==> src/rtl/core/kshe_pkg.sv <==
`timescale 1ns / 1ps

package kshe_pkg;

   localparam int NUM_COLUMNS     = 4;
   localparam int NUM_ROWS        = 4;
   localparam int NUM_KEYS        = NUM_COLUMNS * NUM_ROWS;
   localparam int COL_BITS        = $clog2(NUM_COLUMNS);
   localparam int ROW_BITS        = $clog2(NUM_ROWS);
   localparam int KEY_BITS        = $clog2(NUM_KEYS);
   localparam int HOLD_COUNT_BITS = 12;
   localparam int RPT_BITS        = 8;
   localparam int LONG_BITS       = 12;
   localparam int CSR_DATA_BITS   = 12;
   localparam int CSR_INDEX_BITS  = 1;
   localparam int CMP_BITS        = (HOLD_COUNT_BITS > LONG_BITS) ? HOLD_COUNT_BITS : LONG_BITS;

   localparam logic [HOLD_COUNT_BITS-1:0] HOLD_MAX = '1;

   localparam logic [RPT_BITS-1:0]  RPT_RESET  = RPT_BITS'(50);
   localparam logic [LONG_BITS-1:0] LONG_RESET = LONG_BITS'(300);

   localparam logic [CSR_INDEX_BITS-1:0] CSR_REPEAT_PERIOD = 1'b0;
   localparam logic [CSR_INDEX_BITS-1:0] CSR_LONG_HOLD     = 1'b1;

   localparam logic KIND_REPEAT = 1'b0;
   localparam logic KIND_LONG   = 1'b1;

   localparam logic [KEY_BITS-1:0] KEY_LAST = KEY_BITS'(NUM_KEYS - 1);

   // Key code of each switch, indexed by {column, row}.
   localparam logic [KEY_BITS-1:0] KEY_MAP [NUM_KEYS] = '{
      4'd0,  4'd3,  4'd6,  4'd15,
      4'd1,  4'd4,  4'd7,  4'd9,
      4'd2,  4'd5,  4'd8,  4'd14,
      4'd10, 4'd11, 4'd12, 4'd13
   };

   typedef struct packed {
      logic load;
      logic step;
      logic key_inc;
      logic push;
      logic push_kind;
      logic flush;
   } ctl_cmd_type;

   typedef struct packed {
      logic ev_repeat;
      logic ev_long;
      logic key_last;
      logic push_ok;
      logic out_free;
   } ctl_sts_type;

endpackage

==> src/rtl/core/kshe_ctrl.sv <==
`timescale 1ns / 1ps

module kshe_ctrl import kshe_pkg::*; (
   input  logic        clock,
   input  logic        reset,
   input  logic        req_valid,
   output logic        req_ready,
   input  ctl_sts_type sts,
   output ctl_cmd_type cmd
);

   typedef enum logic [2:0] {
      S_IDLE,
      S_KEY,
      S_REP,
      S_LONG,
      S_FLUSH
   } state_type;

   state_type state_ff, state_in;
   logic      rep_ff, rep_in;
   logic      long_ff, long_in;

   always_comb begin
      state_in  = state_ff;
      rep_in    = rep_ff;
      long_in   = long_ff;
      cmd       = '0;
      req_ready = 1'b0;
      case (state_ff)
         S_IDLE: begin
            req_ready = 1'b1;
            if (req_valid) begin
               cmd.load = 1'b1;
               state_in = S_KEY;
            end
         end
         S_KEY: begin
            cmd.step = 1'b1;
            rep_in   = sts.ev_repeat;
            long_in  = sts.ev_long;
            if (sts.ev_repeat || sts.ev_long) begin
               state_in = S_REP;
            end else if (sts.key_last) begin
               state_in = S_FLUSH;
            end else begin
               cmd.key_inc = 1'b1;
            end
         end
         S_REP: begin
            if (!rep_ff) begin
               state_in = S_LONG;
            end else if (sts.push_ok) begin
               cmd.push      = 1'b1;
               cmd.push_kind = KIND_REPEAT;
               state_in      = S_LONG;
            end
         end
         S_LONG: begin
            if (!long_ff || sts.push_ok) begin
               cmd.push      = long_ff;
               cmd.push_kind = KIND_LONG;
               if (sts.key_last) begin
                  state_in = S_FLUSH;
               end else begin
                  cmd.key_inc = 1'b1;
                  state_in    = S_KEY;
               end
            end
         end
         S_FLUSH: begin
            if (sts.out_free) begin
               cmd.flush = 1'b1;
               state_in  = S_IDLE;
            end
         end
         default: begin
            state_in = S_IDLE;
         end
      endcase
   end

   always_ff @(posedge clock) begin
      if (reset) begin
         state_ff <= S_IDLE;
         rep_ff   <= 1'b0;
         long_ff  <= 1'b0;
      end else begin
         state_ff <= state_in;
         rep_ff   <= rep_in;
         long_ff  <= long_in;
      end
   end

endmodule

==> src/rtl/core/kshe_dp.sv <==
`timescale 1ns / 1ps

module kshe_dp import kshe_pkg::*; (
   input  logic                      clock,
   input  logic                      reset,
   input  logic [NUM_ROWS-1:0]       req_row_sense,
   input  logic                      csr_write_en,
   input  logic [CSR_INDEX_BITS-1:0] csr_index,
   input  logic [CSR_DATA_BITS-1:0]  csr_wdata,
   input  ctl_cmd_type               cmd,
   output ctl_sts_type               sts,
   input  logic                      rsp_ready,
   output logic                      rsp_valid,
   output logic [COL_BITS-1:0]       rsp_next_column,
   output logic                      rsp_event_valid,
   output logic [KEY_BITS-1:0]       rsp_key_code,
   output logic                      rsp_event_kind,
   output logic                      rsp_last
);

   logic [RPT_BITS-1:0]        repeat_period_ff;
   logic [LONG_BITS-1:0]       long_hold_ff;
   logic [COL_BITS-1:0]        col_ff;
   logic [KEY_BITS-1:0]        key_ff;
   logic [NUM_KEYS-1:0]        key_down_ff, key_down_in;
   logic [NUM_KEYS-1:0]        long_fired_ff;
   logic [RPT_BITS-1:0]        rpt_cnt_ff  [NUM_KEYS];
   logic [HOLD_COUNT_BITS-1:0] hold_cnt_ff [NUM_KEYS];

   logic                       pend_valid_ff;
   logic [KEY_BITS-1:0]        pend_code_ff;
   logic                       pend_kind_ff;

   logic                       out_valid_ff;
   logic [COL_BITS-1:0]        out_col_ff;
   logic                       out_event_ff;
   logic [KEY_BITS-1:0]        out_code_ff;
   logic                       out_kind_ff;
   logic                       out_last_ff;

   logic                       hit;
   logic                       down;
   logic [RPT_BITS-1:0]        rpt_inc;
   logic [HOLD_COUNT_BITS-1:0] hold_inc;
   logic                       ev_rep;
   logic                       ev_long;
   logic [RPT_BITS-1:0]        rpt_in;
   logic                       out_free;

   // The driven column takes the first high row as its only pressed key.
   always_comb begin
      key_down_in = key_down_ff;
      hit         = 1'b0;
      for (int r = 0; r < NUM_ROWS; r++) begin
         key_down_in[KEY_MAP[{col_ff, ROW_BITS'(r)}]] = !hit && req_row_sense[r];
         hit = hit || req_row_sense[r];
      end
   end

   // Counter update for the key being visited.
   always_comb begin
      down     = key_down_ff[key_ff];
      rpt_inc  = rpt_cnt_ff[key_ff] + RPT_BITS'(1);
      hold_inc = (hold_cnt_ff[key_ff] != HOLD_MAX) ?
                 hold_cnt_ff[key_ff] + HOLD_COUNT_BITS'(1) : hold_cnt_ff[key_ff];
      ev_rep   = down && (rpt_inc >= repeat_period_ff);
      ev_long  = down && !long_fired_ff[key_ff] &&
                 (CMP_BITS'(hold_inc) >= CMP_BITS'(long_hold_ff));
      rpt_in   = ev_rep ? '0 : rpt_inc;
   end

   assign out_free = !out_valid_ff || rsp_ready;

   always_comb begin
      sts.ev_repeat = ev_rep;
      sts.ev_long   = ev_long;
      sts.key_last  = (key_ff == KEY_LAST);
      sts.out_free  = out_free;
      sts.push_ok   = !pend_valid_ff || out_free;
   end

   // Control and state registers.
   always_ff @(posedge clock) begin
      if (reset) begin
         repeat_period_ff <= RPT_RESET;
         long_hold_ff     <= LONG_RESET;
         col_ff           <= '0;
         key_ff           <= '0;
         key_down_ff      <= '0;
         long_fired_ff    <= '0;
         pend_valid_ff    <= 1'b0;
         out_valid_ff     <= 1'b0;
         for (int k = 0; k < NUM_KEYS; k++) begin
            rpt_cnt_ff[k]  <= '0;
            hold_cnt_ff[k] <= '0;
         end
      end else begin
         if (csr_write_en) begin
            case (csr_index)
               CSR_REPEAT_PERIOD: repeat_period_ff <= csr_wdata[RPT_BITS-1:0];
               CSR_LONG_HOLD:     long_hold_ff     <= csr_wdata[LONG_BITS-1:0];
               default: begin
               end
            endcase
         end
         if (cmd.load) begin
            key_down_ff   <= key_down_in;
            col_ff        <= col_ff + COL_BITS'(1);
            key_ff        <= '0;
            pend_valid_ff <= 1'b0;
         end
         if (cmd.step) begin
            if (down) begin
               rpt_cnt_ff[key_ff]    <= rpt_in;
               hold_cnt_ff[key_ff]   <= hold_inc;
               long_fired_ff[key_ff] <= long_fired_ff[key_ff] || ev_long;
            end else begin
               rpt_cnt_ff[key_ff]    <= '0;
               hold_cnt_ff[key_ff]   <= '0;
               long_fired_ff[key_ff] <= 1'b0;
            end
         end
         if (cmd.key_inc) begin
            key_ff <= key_ff + KEY_BITS'(1);
         end
         if (cmd.push) begin
            pend_valid_ff <= 1'b1;
         end
         if (cmd.flush) begin
            pend_valid_ff <= 1'b0;
         end
         if ((cmd.push && pend_valid_ff) || cmd.flush) begin
            out_valid_ff <= 1'b1;
         end else if (rsp_ready) begin
            out_valid_ff <= 1'b0;
         end
      end
   end

   // Payload registers: the held event and the output stage.
   always_ff @(posedge clock) begin
      if (cmd.push) begin
         pend_code_ff <= key_ff;
         pend_kind_ff <= cmd.push_kind;
      end
      if (cmd.push && pend_valid_ff) begin
         out_col_ff   <= col_ff;
         out_event_ff <= 1'b1;
         out_code_ff  <= pend_code_ff;
         out_kind_ff  <= pend_kind_ff;
         out_last_ff  <= 1'b0;
      end else if (cmd.flush) begin
         out_col_ff   <= col_ff;
         out_event_ff <= pend_valid_ff;
         out_code_ff  <= pend_valid_ff ? pend_code_ff : '0;
         out_kind_ff  <= pend_valid_ff ? pend_kind_ff : KIND_REPEAT;
         out_last_ff  <= 1'b1;
      end
   end

   assign rsp_valid       = out_valid_ff;
   assign rsp_next_column = out_col_ff;
   assign rsp_event_valid = out_event_ff;
   assign rsp_key_code    = out_code_ff;
   assign rsp_event_kind  = out_kind_ff;
   assign rsp_last        = out_last_ff;

endmodule

==> src/rtl/core/keypad_scan_hold_events.sv <==
`timescale 1ns / 1ps
// Sequence: a tick is a load step, a visit to each of the 16 keys, a repeat and a long-hold
// step after each key with events, and a flush step. Throughput: one tick at a time; the
// single key-update path visits one key per cycle while no key has events, and a stalled
// result channel holds the tick when an event waits for the output register.
// Reset: synchronous, active high; all keys up, counts cleared, column 0, registers 50/300.

module keypad_scan_hold_events import kshe_pkg::*; (
   input  logic                      clock,
   input  logic                      reset,
   input  logic                      req_valid,
   output logic                      req_ready,
   input  logic [NUM_ROWS-1:0]       req_row_sense,
   output logic                      rsp_valid,
   input  logic                      rsp_ready,
   output logic [COL_BITS-1:0]       rsp_next_column,
   output logic                      rsp_event_valid,
   output logic [KEY_BITS-1:0]       rsp_key_code,
   output logic                      rsp_event_kind,
   output logic                      rsp_last,
   input  logic                      csr_write_en,
   input  logic [CSR_INDEX_BITS-1:0] csr_index,
   input  logic [CSR_DATA_BITS-1:0]  csr_wdata
);

   // The controller sequences one tick: it applies the sensed rows to the driven
   // column, walks the 16 keys one per cycle while no key has events, and issues a
   // push for each event. The datapath holds the newest event back by one so that
   // the last transfer of a tick can be marked; the flush at the end releases it
   // with last set, or sends a single empty item when the tick produced no event.
   ctl_cmd_type cmd;
   ctl_sts_type sts;

   kshe_ctrl u_ctrl (
      .clock     (clock),
      .reset     (reset),
      .req_valid (req_valid),
      .req_ready (req_ready),
      .sts       (sts),
      .cmd       (cmd)
   );

   kshe_dp u_dp (
      .clock           (clock),
      .reset           (reset),
      .req_row_sense   (req_row_sense),
      .csr_write_en    (csr_write_en),
      .csr_index       (csr_index),
      .csr_wdata       (csr_wdata),
      .cmd             (cmd),
      .sts             (sts),
      .rsp_ready       (rsp_ready),
      .rsp_valid       (rsp_valid),
      .rsp_next_column (rsp_next_column),
      .rsp_event_valid (rsp_event_valid),
      .rsp_key_code    (rsp_key_code),
      .rsp_event_kind  (rsp_event_kind),
      .rsp_last        (rsp_last)
   );

`ifndef NO_ASSERTIONS
   // Only one tick is in work at a time.
   a_one_tick: assert property (@(posedge clock) disable iff (reset)
      req_valid && req_ready |=> !req_ready)
      else $error("new transfer taken while a tick is in work");

   // An item without an event is only ever the closing item of its tick.
   a_empty_last: assert property (@(posedge clock) disable iff (reset)
      rsp_valid && !rsp_event_valid |-> rsp_last)
      else $error("empty result item not marked last");

   // The controller issues at most one sequencing command per cycle.
   a_cmd_excl: assert property (@(posedge clock) disable iff (reset)
      $onehot0({cmd.load, cmd.step, cmd.push, cmd.flush}))
      else $error("conflicting datapath commands");
`endif

endmodule
==> config.mk <==
export PLATFORM = sky130hd
export DESIGN_NAME = keypad_scan_hold_events
export DESIGN_NICKNAME = d
export VERILOG_FILES = /design/src/rtl/core/kshe_pkg.sv /design/src/rtl/core/kshe_ctrl.sv /design/src/rtl/core/kshe_dp.sv /design/src/rtl/core/keypad_scan_hold_events.sv
export SDC_FILE = /design/constraint.sdc
export NUM_CORES = 1
export LEC_CHECK = 0
export BUFFER_PORTS_ARGS = -buffer_cell sky130_fd_sc_hd__clkbuf_2
export CAP_MARGIN = 20
export CORE_MARGIN = 5
export CORE_UTILIZATION = 50
export CTS_CLUSTER_SIZE = 8
export DETAILED_ROUTE_END_ITERATION = 12
export GPL_TIMING_DRIVEN = 0
export PLACE_DENSITY_LB_ADDON = 0.15
export RECOVER_POWER = 50
export SLEW_MARGIN = 20
export SYNTH_ARGS = -nofsm -noshare
export SYNTH_HDL_FRONTEND = slang
export SYNTH_SLANG_ARGS = --single-unit
==> constraint.sdc <==
create_clock -name clock -period 10.8 [get_ports clock]
set_input_delay 2.7 -clock clock [delete_from_list [all_inputs] [get_ports clock]]
set_output_delay 2.7 -clock clock [all_outputs]
set_load 0.01 [all_outputs]
[Word level (Yosys, flattened, before mapping)]
Memories as Yosys holds them, arrays and structs flattened. A register that Yosys moved wholly into a read port is not among the register bits.
Index checks and enable logic that the tools add are counted.
Cells by class
  add/sub/neg operators: 4
  multiply operators: 0
  div/mod/pow operators: 0
  $lt $le $gt $ge: 16
  eq/ne operators: 11
  shift operators: 0
  mux-type cells: 88
  bitwise gates (word level): 9
  reductions and logical operators: 38
Operators with widths (number)
  16-bit bitwise mux: 5
  4-bit two-way mux: 19
  12-bit two-way mux: 3
  1-bit two-way mux: 34
  3-bit two-way mux: 9
  4-bit by 5-bit less-than comparator with 1-bit output (second input constant): 5
  8-bit two-way mux: 3
  1-bit demux with 4-bit select: 5
  4-bit by 1-bit >= comparator with 1-bit output (second input constant): 5
  5-bit >= comparator (second input constant): 4
  4-bit NOT with 5-bit output: 4
  16-bit AND: 1
  16-bit two-way mux: 1
  16-bit NOT: 1
  3-bit one-hot mux with 5 select lines: 1
  12-bit by 1-bit adder with 12-bit output (second input constant): 1
  12-bit >= comparator: 1
  1-bit logical AND: 12
  12-bit != test (second input constant): 1
  12-bit OR reduction: 1
  8-bit by 1-bit adder with 8-bit output (second input constant): 1
  1-bit binary-select mux with 4-bit select: 2
  8-bit >= comparator: 1
  1-bit logical OR: 8
  other kinds (21): 38
Word-level totals
  register bits after elaboration: 79
  latch bits: 0
  RAM bits: 320
  memory bits (read-only): 256
  input bits: 22
  output and inout port bits: 11
  memories: 6
Memories
  u_dp.hold_cnt_ff: words 16, width 12, rd ports 1, clocked after Yosys merged registers in 1, wr ports 16, line kshe_dp.sv:28  | logic [HOLD_COUNT_BITS-1:0] hold_cnt_ff [NUM_KEYS];
  u_dp.rpt_cnt_ff: words 16, width 8, rd ports 1, clocked after Yosys merged registers in 1, wr ports 16, line kshe_dp.sv:27  | logic [RPT_BITS-1:0] rpt_cnt_ff [NUM_KEYS];
  (no name shown): words 16, width 4, rd ports 1, clocked after Yosys merged registers in 0, wr ports 0, line kshe_dp.sv:55  | key_down_in[KEY_MAP[{col_ff, ROW_BITS'(r)}]] = !hit && req_row_sense[r];
  (no name shown): words 16, width 4, rd ports 1, clocked after Yosys merged registers in 0, wr ports 0, line kshe_dp.sv:55
  (no name shown): words 16, width 4, rd ports 1, clocked after Yosys merged registers in 0, wr ports 0, line kshe_dp.sv:55
  (no name shown): words 16, width 4, rd ports 1, clocked after Yosys merged registers in 0, wr ports 0, line kshe_dp.sv:55

[Depth between registers and ports, before layout]
Gate-level depths: netlist of run 1.
  word-level depth: 12
  gate-level depth with buffers: 23
  mapped depth without buffers: 17

[By module]
Synthesis of run 1 repeated with hierarchy kept, for this count alone.
Second synthesis, totals
  cell total of the unflattened synthesis: 1481
  area total of the unflattened synthesis: 18715.4 sq um
Modules (own cells, without submodules)
  kshe_dp: instances 1, cells each 1430, area an instance 18300.1 sq um
  kshe_ctrl: instances 1, cells each 51, area an instance 415.4 sq um

[Worst setup path after synthesis of run 1]
OpenSTA, ideal clock, no wires.
  path kind: flip-flop to flip-flop
  start: reg (tool-made name)
  end: reg (tool-made name)
  library setup time: 0.120 ns
  data arrival time: 5.021 ns
  data required time: 10.680 ns
  slack: 5.660 ns
  stages on the path, launching flop included: 23
  buffers on the path: 5
  cells stage by stage: dfxtp_1 -> buf_6 -> buf_12 -> buf_8 -> buf_6 -> mux4_2 -> a22oi_1 -> nand2_1 -> ha_1 -> a21boi_2 -> nand3_4 -> o311ai_0 -> o21ai_1 -> clkbuf_1 -> inv_1 -> ha_1 -> a211o_1 -> a31oi_1 -> o31ai_1 -> a221oi_1 -> o21ai_1 -> and4_1 -> o31a_1

==> results of run 1 <==
-- per-stage QoR --
| stage | utilization, % | hold slack [ns] |
|---|---|---|
| 2_1_floorplan | - | 0.406 |
| 3_3_place_gp | 52.9 | 0.446 |
| 3_5_place_dp | 53.1 | 0.449 |
| 4_1_cts | 57.2 | 0.456 |
| 5_1_grt | 56.9 | 0.478 |
| 6_report | 56.9 | 0.453 |
-- registers in the layout, summed over array words and instances, names as in the netlist, 8 cells and up, named ones only --
register / count
u_dp.long_hold_ff: 12
u_dp.rpt_cnt_ff: 128
u_dp.long_fired_ff: 16
u_dp.repeat_period_ff: 8
u_dp.key_down_ff: 16
u_dp.hold_cnt_ff: 192
-- cell usage after synthesis, types with 4 or more instances --
cell type,instances
sky130_fd_sc_hd__nor2_1,356
sky130_fd_sc_hd__edfxtp_1,332
sky130_fd_sc_hd__nand2_1,110
sky130_fd_sc_hd__mux4_2,93
sky130_fd_sc_hd__dfxtp_1,71
sky130_fd_sc_hd__clkbuf_1,69
sky130_fd_sc_hd__a21oi_1,51
sky130_fd_sc_hd__inv_1,50
sky130_fd_sc_hd__ha_1,34
sky130_fd_sc_hd__nand3_1,32
sky130_fd_sc_hd__a22oi_1,25
sky130_fd_sc_hd__nand2b_1,25
sky130_fd_sc_hd__buf_2,19
sky130_fd_sc_hd__and2_1,17
sky130_fd_sc_hd__o21ai_0,17
sky130_fd_sc_hd__o22ai_1,16
sky130_fd_sc_hd__nor2b_1,15
sky130_fd_sc_hd__mux2i_1,14
sky130_fd_sc_hd__o211ai_1,12
sky130_fd_sc_hd__buf_4,10
sky130_fd_sc_hd__nand4_1,7
sky130_fd_sc_hd__nor3_1,7
sky130_fd_sc_hd__a31oi_1,6
sky130_fd_sc_hd__nor3b_1,6
sky130_fd_sc_hd__a211oi_1,5
sky130_fd_sc_hd__buf_6,5
sky130_fd_sc_hd__nor4_1,5
sky130_fd_sc_hd__o21a_1,5
sky130_fd_sc_hd__xnor2_1,5
sky130_fd_sc_hd__a221oi_1,4
sky130_fd_sc_hd__and3_1,4
sky130_fd_sc_hd__o31a_1,4
-- worst min-delay path, delay by kind of cell, from the launching register on --
family	cells	cell delay, ns
DFF	1	0.30
and+or+nand+nor	1	0.05
AOI/OAI and AO/OA	1	0.05
-- cells by family (layout without fill, tap and decap cells) --
| logic type | count (synthesis) | after routing | synth area share, % |
|---|---|---|---|
| muxes | 113 | 113 | 12.3 |
| DFF | 403 | 403 | 60.9 |
| xor gates and xnor gates | 8 | 8 | 0.415 |
| AOI/OAI and AO/OA | 170 | 170 | 5.93 |
| buffers and inverters | 159 | 270 | 3.93 |
| adders and majority gates | 34 | 34 | 2.27 |
| and+or+nand+nor | 606 | 606 | 14.2 |
-- routing by layer --
metal	GRT usage, %	routed length (um)	vias up
met2	42.7	25900	686
met3	4.74	5230	124
met5	0	0	-
met1	35.7	20800	6331
met4	8.31	1760	0
li1	-	-	5610
-- power breakdown --
group	switching [mW]	internal, mW	total (mW)	leakage [nW]
Clock	0.636	0.945	1.58	0.734
Sequential	0.0231	1.75	1.77	4.00
Combinational	0.468	0.235	0.703	2.63
Total	1.13	2.93	4.05	7.36
-- layout make-up --
type / instances / area, um2
Clock buffer: 76 / 1500
Tap cell: 468 / 586
Timing Repair Buffer: 32 / 151
Multi-Input combinational cell: 931 / 6570
Inverter: 50 / 188
Sequential cell: 403 / 11400
Buffer: 109 / 522
Clock inverter: 3 / 25.0
Fill cell: 3051 / 15900
-- worst min path at each step --
stage	startpoint	endpoint	slack (ns)	cells past startpoint
finish	u_dp.repeat_period_ff[6]$_SDFFE_PP0P_	u_dp.repeat_period_ff[6]$_SDFFE_PP0P_	0.45	2
floorplan	u_dp.key_ff[3]$_SDFFE_PP0P_	u_dp.pend_code_ff[3]$_DFFE_PP_	0.41	0
global placement	u_dp.key_down_ff[7]$_SDFFE_PP0P_	u_dp.key_down_ff[7]$_SDFFE_PP0P_	0.45	2
CTS	u_dp.key_down_ff[14]$_SDFFE_PP0P_	u_dp.key_down_ff[14]$_SDFFE_PP0P_	0.46	2
detailed placement	u_dp.key_down_ff[14]$_SDFFE_PP0P_	u_dp.key_down_ff[14]$_SDFFE_PP0P_	0.45	2
global route	u_dp.key_down_ff[5]$_SDFFE_PP0P_	u_dp.key_down_ff[5]$_SDFFE_PP0P_	0.48	2
==> results.txt, run 1 <==
----------------------------------------------------
[Run status]
  Run status ... finished, violations left
  Violated checks ... capacitance limit, slew limit

[Critical path]
  Critical path startpoint category ... flip-flop
  CP Capture Type ... flip-flop
  Most frequent cell on the critical path ... sky130_fd_sc_hd__clkbuf_1
  R2r setup slk ... between 2 and 2.5 ns
  Worst path top cell family by delay ... buffers and inverters
  Worst path arrival time ... 8.94 ns
  Sum of buffers and inverters on the critical path ... 6
  Highest cell delay on the worst timing path ... 0.83 ns
  WP depth ... 21
  Crit path required time ... 11.20 ns
  Cells along the critical path ... clkbuf_1 > clkbuf_1 > clkbuf_1 > clkbuf_1 > mux4_2 > a22oi_1 > nand2_1 > ha_1 > a21boi_0 > nand3_4 > nor3_4 > xor2_1 > clkbuf_1 > ha_1 > nand2b_1 > a31oi_1 > o31ai_1 > a221oi_1 > a31o_2 > clkbuf_1 > o22ai_1
  Largest fanout of any net on the critical path ... 10
  Category of the critical setup timing path ... reg2reg
  Last element of the critical path ... u_dp.long_fired_ff[12]$_SDFFE_PP0P_
  End of the worst register-to-register path ... u_dp.long_fired_ff[12]$_SDFFE_PP0P_
  Slowest CP cell ... sky130_fd_sc_hd__clkbuf_1
  Number of cells on the worst reg-to-reg path ... 21

[Logic synthesis]
  Synthesized instance count ... between 1000 and 1500
  Number of enable-type register cells in the synthesized netlist ... roughly 330
  Synth warn ... 0
  Area contributors post-synth ... sky130_fd_sc_hd__edfxtp_1, sky130_fd_sc_hd__mux4_2, sky130_fd_sc_hd__dfxtp_1, sky130_fd_sc_hd__nor2_1, sky130_fd_sc_hd__ha_1
  Sequential share of the synthesized area ... 60.9%
  Post-synthesis cell type with the largest combined area ... sky130_fd_sc_hd__edfxtp_1
  Yosys reg bits ... around 400
  Post-synth top area share ... 53.3%
  Avg Cell Area, Syn ... 12.5 um2
  Number of nets produced by synthesis ... approximately 1500
  Library cells used by synthesis ... just under 70
  Most used DFF post-synth ... sky130_fd_sc_hd__edfxtp_1
  Ys async rst share ... 0%
  Summed instance area of the synthesized netlist ... roughly 19000 um2

[Place]
  Placement Setup Slack ... 3.85 ns
  Total cell area at the placement stage ... 19500 um2
  Gp weighted congestion ... 0.865
  Count of port buffers added during placement ... 31
  Inst Count DP ... approximately 2000
  Half-perimeter wire length after detailed placement ... 34.5 mm

[Routing]
  Routed len/inst ... between 20 and 30 um
  Antenna Nets Post-Route ... 0
  Violation count after the first detailed-route iteration ... around 1300
  Number of vias per cell after detailed routing ... 6.15
  Routed WL ... ~54 mm
  DRC violations left ... 0
  Vias after detailed routing ... 12800
  DR pass1 iterations ... 7

[Die]
  Effective utilization at floorplan ... 50.9%
  Overall die width ... 203 um
  Number of cell rows ... 70
  Die area ... 41400 um2
  Placeable core region ... 36800 um2
  # IOs ... 33
  Die height ... 203 um

[CTS]
  CTS sink count ... 403
  Post-CTS setup buffer count ... 0
  Count of hold-fix buffers inserted at cts ... 0
  CTS Buf Count ... 56
  Maximum level of the CTS H-tree ... 2
  Number of cells upsized or downsized after cts ... 0
  TritonCTS clock tree ... yes
  Clk Latency, worst-skew pair ... between 0.5 and 0.6 ns
  Maximum count of clock buffers along a single path ... 3
  Clock transition time at the flip-flop clock pins of the worst setup and hold paths ... about 0.050 ns
  Master cell of the clock root buffer ... sky130_fd_sc_hd__clkbuf_16

[Worst hold path]
  Worst min path class ... reg2reg

[STA]
  Slew at the pin with the worst max-slew slack ... 2.79 ns
  Period minus WS final ... 8.54 ns
  Post-route clock skew ... 0.0186 ns
  Number of setup violations in the final report ... 0
  Fin. max-slew vios ... 34
  Count of final hold-check violations ... 0
  Unrepaired setup endpoints after global routing ... no
  Final sum of negative setup slack ... 0 ns
  Fin worst setup slack ... 2.26 ns
  Worst slew slack as a fraction of its limit ... -87.8%
  Timing-limited maximum frequency ... 0.117 GHz
  Final clock period utilization by the worst path ... 79.1%

[GRT]
  Maximum number of pins on one net before global-route repair ... 22
  First-pass GRT wire length ... roughly 80 mm
  Aggregate global routing overflow ... 0
  Number of antenna violations at the first check in global routing ... 0
  Vias in the first global route ... 12700
  Global router's overall resource usage ... 26.0%

[Layout]
  Final Non-Filler Cells ... around 2100
  Final design area excluding fillers ... between 20000 and 25000 um2
  Most frequent standard cell in the layout excluding fill and tap cells ... sky130_fd_sc_hd__nor2_1
  Area added between synthesis and finish ... 11.9%
  Fraction of layout cells with a size suffix above 1 ... between 10% and 20%
  N_diodes ... 0
  Post-layout nets ... 1639
  Commonest cells after routing, fill and taps aside ... sky130_fd_sc_hd__nor2_1, sky130_fd_sc_hd__edfxtp_1, sky130_fd_sc_hd__clkbuf_1

[Job]
  Max-cap violations ... 3

[Pwr]
  Leakage ... roughly 7.4 nW
  Worst vdd ir ... roughly 0.00014 V
  PnR Total Power ... a little over 4 mW
  Areal power density over the cells ... 194 nW/um2

----------------------------------------------------
No activity file was read; power rests on OpenSTA's default activity.
==> run 2: changes to the inputs <==
==> constraint.sdc (replaced) <==
create_clock -name clock -period 8.9 [get_ports clock]
set_input_delay 2.225 -clock clock [delete_from_list [all_inputs] [get_ports clock]]
set_output_delay 2.225 -clock clock [all_outputs]
set_load 0.01 [all_outputs]
==> results.txt, run 2 (synthesis results as in run 1) <==
----------------------------------------------------
[Run status]
  Run status ... finished, violations left
  Violated checks ... capacitance limit, slew limit

[GRT]
  Aggregate global routing overflow ... 0
  Vias in the first global route ... 12700
  Maximum number of pins on one net before global-route repair ... 22
  First-pass GRT wire length ... ~80 mm
  Number of antenna violations at the first check in global routing ... 0
  Global router's overall resource usage ... 26.0%

[STA]
  Final sum of negative setup slack ... 0 ns
  Timing-limited maximum frequency ... 0.130 GHz
  Post-route clock skew ... 0.0234 ns
  Number of setup violations in the final report ... 0
  Period minus WS final ... 7.69 ns
  Unrepaired setup endpoints after global routing ... no
  Worst slew slack as a fraction of its limit ... -77.9%
  Fin. max-slew vios ... 35
  Slew at the pin with the worst max-slew slack ... 2.64 ns
  Final clock period utilization by the worst path ... approximately 86%
  Count of final hold-check violations ... 0

[Layout]
  Register bank with the most flops ... u_dp.hold_cnt_ff
  Filler cell count in the final layout ... 3050
  N_diodes ... 0
  Fraction of layout cells with a size suffix above 1 ... 14.2%
  Biggest regs ... u_dp.hold_cnt_ff (192), u_dp.rpt_cnt_ff (128)
  Area added between synthesis and finish ... 11.9%
  Post-layout nets ... 1639
  Commonest cells after routing, fill and taps aside ... sky130_fd_sc_hd__nor2_1, sky130_fd_sc_hd__edfxtp_1, sky130_fd_sc_hd__clkbuf_1
  Most frequent standard cell in the layout excluding fill and tap cells ... sky130_fd_sc_hd__nor2_1
  Number of flip-flops in the largest register ... 192

[Critical path]
  Crit path required time ... 9.30 ns
  Category of the critical setup timing path ... reg2reg
  Worst path top cell family by delay ... buffers and inverters
  Slowest CP cell ... sky130_fd_sc_hd__clkbuf_1
  Sum of buffers and inverters on the critical path ... 7
  Highest cell delay on the worst timing path ... 0.80 ns
  Critical path startpoint category ... flip-flop
  Largest fanout of any net on the critical path ... 10
  CP Capture Type ... flip-flop
  Cells along the critical path ... buf_2 > buf_4 > clkbuf_1 > clkbuf_1 > mux4_2 > a22oi_1 > nand2_1 > ha_1 > a21boi_2 > nand3_4 > o311ai_0 > o21ai_0 > clkbuf_1 > inv_1 > ha_1 > a211o_1 > a31oi_1 > o31ai_1 > a221oi_1 > a31o_2 > clkbuf_1 > o22ai_1
  Most frequent cell on the critical path ... sky130_fd_sc_hd__clkbuf_1
  Worst path arrival time ... 8.09 ns

[CTS]
  CTS sink count ... 403
  Number of cells upsized or downsized after cts ... 0
  Clk Latency, worst-skew pair ... 0.58 ns
  Maximum count of clock buffers along a single path ... 3
  Count of hold-fix buffers inserted at cts ... 0
  TritonCTS clock tree ... yes
  Maximum level of the CTS H-tree ... 2
  Clock transition time at the flip-flop clock pins of the worst setup and hold paths ... 0.05 ns
  Post-CTS setup buffer count ... 0
  Master cell of the clock root buffer ... sky130_fd_sc_hd__clkbuf_16
  CTS Buf Count ... 56

[Job]
  Max-cap violations ... 3

[Die]
  Die area ... 41400 um2
  # IOs ... 33
  Placeable core region ... ~37000 um2
  Effective utilization at floorplan ... 50.9%
  Overall die width ... 203 um
  Number of cell rows ... 70
  Die height ... between 200 and 250 um

[Routing]
  DRC violations left ... 0
  DR pass1 iterations ... 7
  Routed len/inst ... approximately 26 um
  Routed WL ... 53.9 mm
  Vias after detailed routing ... 12800
  Antenna Nets Post-Route ... 0
  Number of vias per cell after detailed routing ... slightly above 6
  Violation count after the first detailed-route iteration ... 1194

[Pwr]
  NetSw ... 1.37 mW
  Leakage ... 7.38 nW
  Share of total power in the clock network ... 39.0%
  Sequential power share ... 43.6%
  PnR Total Power ... 4.93 mW
  Logic gate share of total power ... 17.4%
  Worst vdd ir ... 0.000175 V
  Switching share of power ... between 20 and 30%
  Areal power density over the cells ... 235 nW/um2
  Internal power ... 3.56 mW

[Place]
  Half-perimeter wire length after detailed placement ... 34.5 mm
  Count of port buffers added during placement ... 31
  Gp weighted congestion ... 0.865

[Worst hold path]
  Worst min path class ... reg2reg

----------------------------------------------------
==> run 2: power by group through the flow <==
stage	Clock (mW)	Sequential (mW)	Combinational, mW
after floorplan	0	2.17	0.597
after global placement	0	2.18	0.846
after detailed placement	0	2.18	0.857
after CTS	1.93	2.15	0.862
after global routing	2.01	2.15	0.928
final	1.92	2.15	0.860
==> run 2: layout make-up <==
class / count / area, um2 / share of cell area [%]
Buffer: 109 / 538 / 2.57
Clock buffer: 76 / 1500 / 7.15
Sequential cell: 403 / 11400 / 54.4
Tap cell: 468 / 586 / 2.80
Multi-Input combinational cell: 931 / 6570 / 31.4
Inverter: 50 / 188 / 0.897
Timing Repair Buffer: 32 / 140 / 0.669
Clock inverter: 3 / 25.0 / 0.120
==> run 2: worst paths after layout <==
check | from | end | slack [ns] | cells past startpoint
setup / recovery | flip-flop | u_dp.long_fired_ff[12]$_SDFFE_PP0P_ | 1.21 | 22
hold / removal | u_dp.repeat_period_ff[6]$_SDFFE_PP0P_ | u_dp.repeat_period_ff[6]$_SDFFE_PP0P_ | 0.45 | 2
setup reg to reg | flip-flop | u_dp.long_fired_ff[12]$_SDFFE_PP0P_ | 1.21 | 22
hold reg to reg | u_dp.repeat_period_ff[6]$_SDFFE_PP0P_ | u_dp.repeat_period_ff[6]$_SDFFE_PP0P_ | 0.45 | 2
==> run 2: worst min-delay path, cell delays in order, from the launching register on <==
cell                      delay, ns
sky130_fd_sc_hd__dfxtp_1       0.30
sky130_fd_sc_hd__nand2_1       0.05
sky130_fd_sc_hd__a21oi_1       0.05
==> run 2: stage by stage <==
stage	area, um2	cells	util (%)	setup WS, ns	hold slack, ns
2_1_floorplan	18700	1493	-	3.76	0.406
3_3_place_gp	19500	1992	52.9	2.05	0.446
3_5_place_dp	19500	1993	53.1	1.95	0.449
4_1_cts	21000	2072	57.2	1.96	0.456
5_1_grt	20900	2072	56.9	0.828	0.478
6_report	20900	2072	56.9	1.21	0.453
==> run 2: routing by layer <==
| metal | vias to the layer above | wire [um] | global-route usage [%] |
|---|---|---|---|
| met2 | 711 | 26200 | 42.7 |
| li1 | 5600 | - | - |
| met4 | 0 | 1640 | 8.31 |
| met1 | 6412 | 20700 | 35.7 |
| met3 | 115 | 5370 | 4.74 |
| met5 | - | 0 | 0 |
==> run 3: changes to the inputs <==
--- a/config.mk
+++ b/config.mk
@@ -12,7 +12,7 @@
 export CTS_CLUSTER_SIZE = 8
 export DETAILED_ROUTE_END_ITERATION = 12
 export GPL_TIMING_DRIVEN = 0
-export PLACE_DENSITY_LB_ADDON = 0.15
+export PLACE_DENSITY = 0.66
 export RECOVER_POWER = 50
 export SLEW_MARGIN = 20
 export SYNTH_ARGS = -nofsm -noshare
==> results.txt, run 3 (synthesis results as in run 1) <==
----------------------------------------------------
[Run status]
  Run status ... finished, violations left
  Violated checks ... capacitance limit, slew limit

[Critical path]
  CP Capture Type ... flip-flop
  Highest cell delay on the worst timing path ... roughly 0.90 ns
  Category of the critical setup timing path ... reg2reg
  R2r setup slk ... 1.15 ns
  Crit path required time ... 9.41 ns
  Worst path top cell family by delay ... compound AO/OA/AOI/OAI gates
  Cells along the critical path ... buf_2 > buf_4 > buf_2 > clkbuf_1 > mux4_2 > a22oi_1 > nand2_1 > ha_1 > a21boi_0 > nand3_4 > o311ai_0 > o21ai_0 > clkbuf_1 > inv_1 > ha_1 > a211o_1 > a31oi_1 > o31ai_1 > a221oi_1 > o21ai_1 > a211oi_1 > o31a_1
  Number of cells on the worst reg-to-reg path ... 22
  Critical path startpoint category ... flip-flop
  Largest fanout of any net on the critical path ... 10
  Sum of buffers and inverters on the critical path ... 6
  Worst path arrival time ... 8.25 ns
  Slowest CP cell ... sky130_fd_sc_hd__a221oi_1

[Layout]
  Most frequent standard cell in the layout excluding fill and tap cells ... sky130_fd_sc_hd__nor2_1
  Fraction of layout cells with a size suffix above 1 ... 14.2%
  Number of flip-flops in the largest register ... 192
  Post-layout nets ... 1641
  Filler cell count in the final layout ... 2987
  Area added between synthesis and finish ... 12.0%
  Biggest regs ... u_dp.hold_cnt_ff (192), u_dp.rpt_cnt_ff (128)
  Share of the core filled with cells ... 57.0%
  Commonest cells after routing, fill and taps aside ... sky130_fd_sc_hd__nor2_1, sky130_fd_sc_hd__edfxtp_1, sky130_fd_sc_hd__clkbuf_1
  Final design area excluding fillers ... 21000 um2
  Register bank with the most flops ... u_dp.hold_cnt_ff
  N_diodes ... 0
  Final Non-Filler Cells ... 2076

[GRT]
  Aggregate global routing overflow ... 0
  Number of antenna violations at the first check in global routing ... 0
  Global router's overall resource usage ... 26.2%
  Maximum number of pins on one net before global-route repair ... 22
  Vias in the first global route ... 12800
  First-pass GRT wire length ... 80.8 mm

[Routing]
  DR pass1 iterations ... 6
  Routed len/inst ... 26.0 um
  Antenna Nets Post-Route ... 0
  Vias after detailed routing ... 12900
  DRC violations left ... 0
  Violation count after the first detailed-route iteration ... 1676
  Routed WL ... 53.9 mm
  Number of vias per cell after detailed routing ... 6.22

[Pwr]
  Leakage ... around 7.4 nW
  Worst vdd ir ... 0.000174 V
  NetSw ... about 1.4 mW
  Share of total power in the clock network ... 38.9%
  Switching share of power ... 27.8%
  Sequential power share ... 43.6%
  Areal power density over the cells ... 235 nW/um2
  Internal power ... roughly 3.6 mW
  Logic gate share of total power ... ~18%

[Die]
  Die area ... 41400 um2
  Placeable core region ... 36800 um2
  Number of cell rows ... 70
  Effective utilization at floorplan ... between 50% and 60%
  # IOs ... 33
  Overall die width ... 203 um
  Die height ... around 200 um

[CTS]
  Clock transition time at the flip-flop clock pins of the worst setup and hold paths ... 0.05 ns
  CTS Buf Count ... 56
  Maximum count of clock buffers along a single path ... 3
  TritonCTS clock tree ... yes
  Maximum level of the CTS H-tree ... 2
  Number of cells upsized or downsized after cts ... 0
  Count of hold-fix buffers inserted at cts ... 0
  Clk Latency, worst-skew pair ... 0.58 ns
  CTS sink count ... 403
  Master cell of the clock root buffer ... sky130_fd_sc_hd__clkbuf_16
  Post-CTS setup buffer count ... 0

[Worst hold path]
  Hold wc startpoint ... u_dp.key_ff[3]$_SDFFE_PP0P_
  Number of stages on the worst hold path ... 0
  Worst min path class ... reg2reg
  Hold endpoint ... u_dp.pend_code_ff[3]$_DFFE_PP_

[STA]
  Count of final hold-check violations ... 0
  Fin. max-slew vios ... 12
  Period minus WS final ... 7.75 ns
  Number of setup violations in the final report ... 0
  Slew at the pin with the worst max-slew slack ... around 2.3 ns
  Post-route clock skew ... 0.0244 ns
  Worst slew slack as a fraction of its limit ... -52.1%
  Final clock period utilization by the worst path ... between 80 and 90%
  Hold slack ... 0.453 ns
  Unrepaired setup endpoints after global routing ... no
  Final sum of negative setup slack ... 0 ns
  Timing-limited maximum frequency ... ~0.13 GHz

[Job]
  Max-cap violations ... 1

[Place]
  Half-perimeter wire length after detailed placement ... 34.7 mm
  Inst Count DP ... 1995
  Gp weighted congestion ... 0.870
  Count of port buffers added during placement ... 31
  Total cell area at the placement stage ... 19600 um2

----------------------------------------------------
## run 3: changes by cell type in the layout (fill, tap and decap cells not counted), sizes merged
| cell | delta |
|---|---|
| clkbuf | +3 |
| buf | +1 |
## run 3: worst max path at each step
stage	slack, ns	to	startpoint	cells after the start
floorplan	3.76	flip-flop	flip-flop	22
finish	1.15	flip-flop	flip-flop	22
global placement	1.90	flip-flop	flip-flop	22
CTS	1.79	flip-flop	flip-flop	22
global route	0.86	flip-flop	flip-flop	22
detailed placement	1.81	flip-flop	flip-flop	22
## run 3: routing by layer
| layer | vias up | share of wire, % | track usage (%) | wire length [um] |
|---|---|---|---|---|
| met2 | 723 | 47 | 42.1 | 25300 |
| met3 | 113 | 10 | 5.34 | 5390 |
| met1 | 6465 | 40 | 36.7 | 21700 |
| li1 | 5611 | - | - | - |
| met4 | 0 | 3.0 | 7.47 | 1620 |
| met5 | - | 0 | 0 | 0 |
## run 3: power groups by stage
stage / logic [mW] / clock network [mW] / registers, mW
floorplan: 0.597 / 0 / 2.17
global placement: 0.847 / 0 / 2.18
detailed placement: 0.868 / 0 / 2.18
CTS: 0.873 / 1.92 / 2.15
global route: 0.932 / 2.00 / 2.15
finish: 0.866 / 1.92 / 2.15
## run 3: stage by stage
| stage | power [mW] | setup slack, ns |
|---|---|---|
| finish | 4.93 | 1.15 |
| CTS | 4.94 | 1.79 |
| global placement | 3.03 | 1.90 |
| detailed placement | 3.05 | 1.81 |
| global route | 5.09 | 0.864 |
| floorplan | 2.77 | 3.76 |
## run 3: cell type report
cell class,count,area (um2),share of cell area (%)
Buffer,109,539,2.57
Tap cell,468,586,2.80
Clock inverter,3,25.0,0.119
Clock buffer,78,1510,7.18
Inverter,50,188,0.896
Sequential cell,403,11400,54.4
Multi-Input combinational cell,931,6570,31.3
Timing Repair Buffer,34,149,0.711
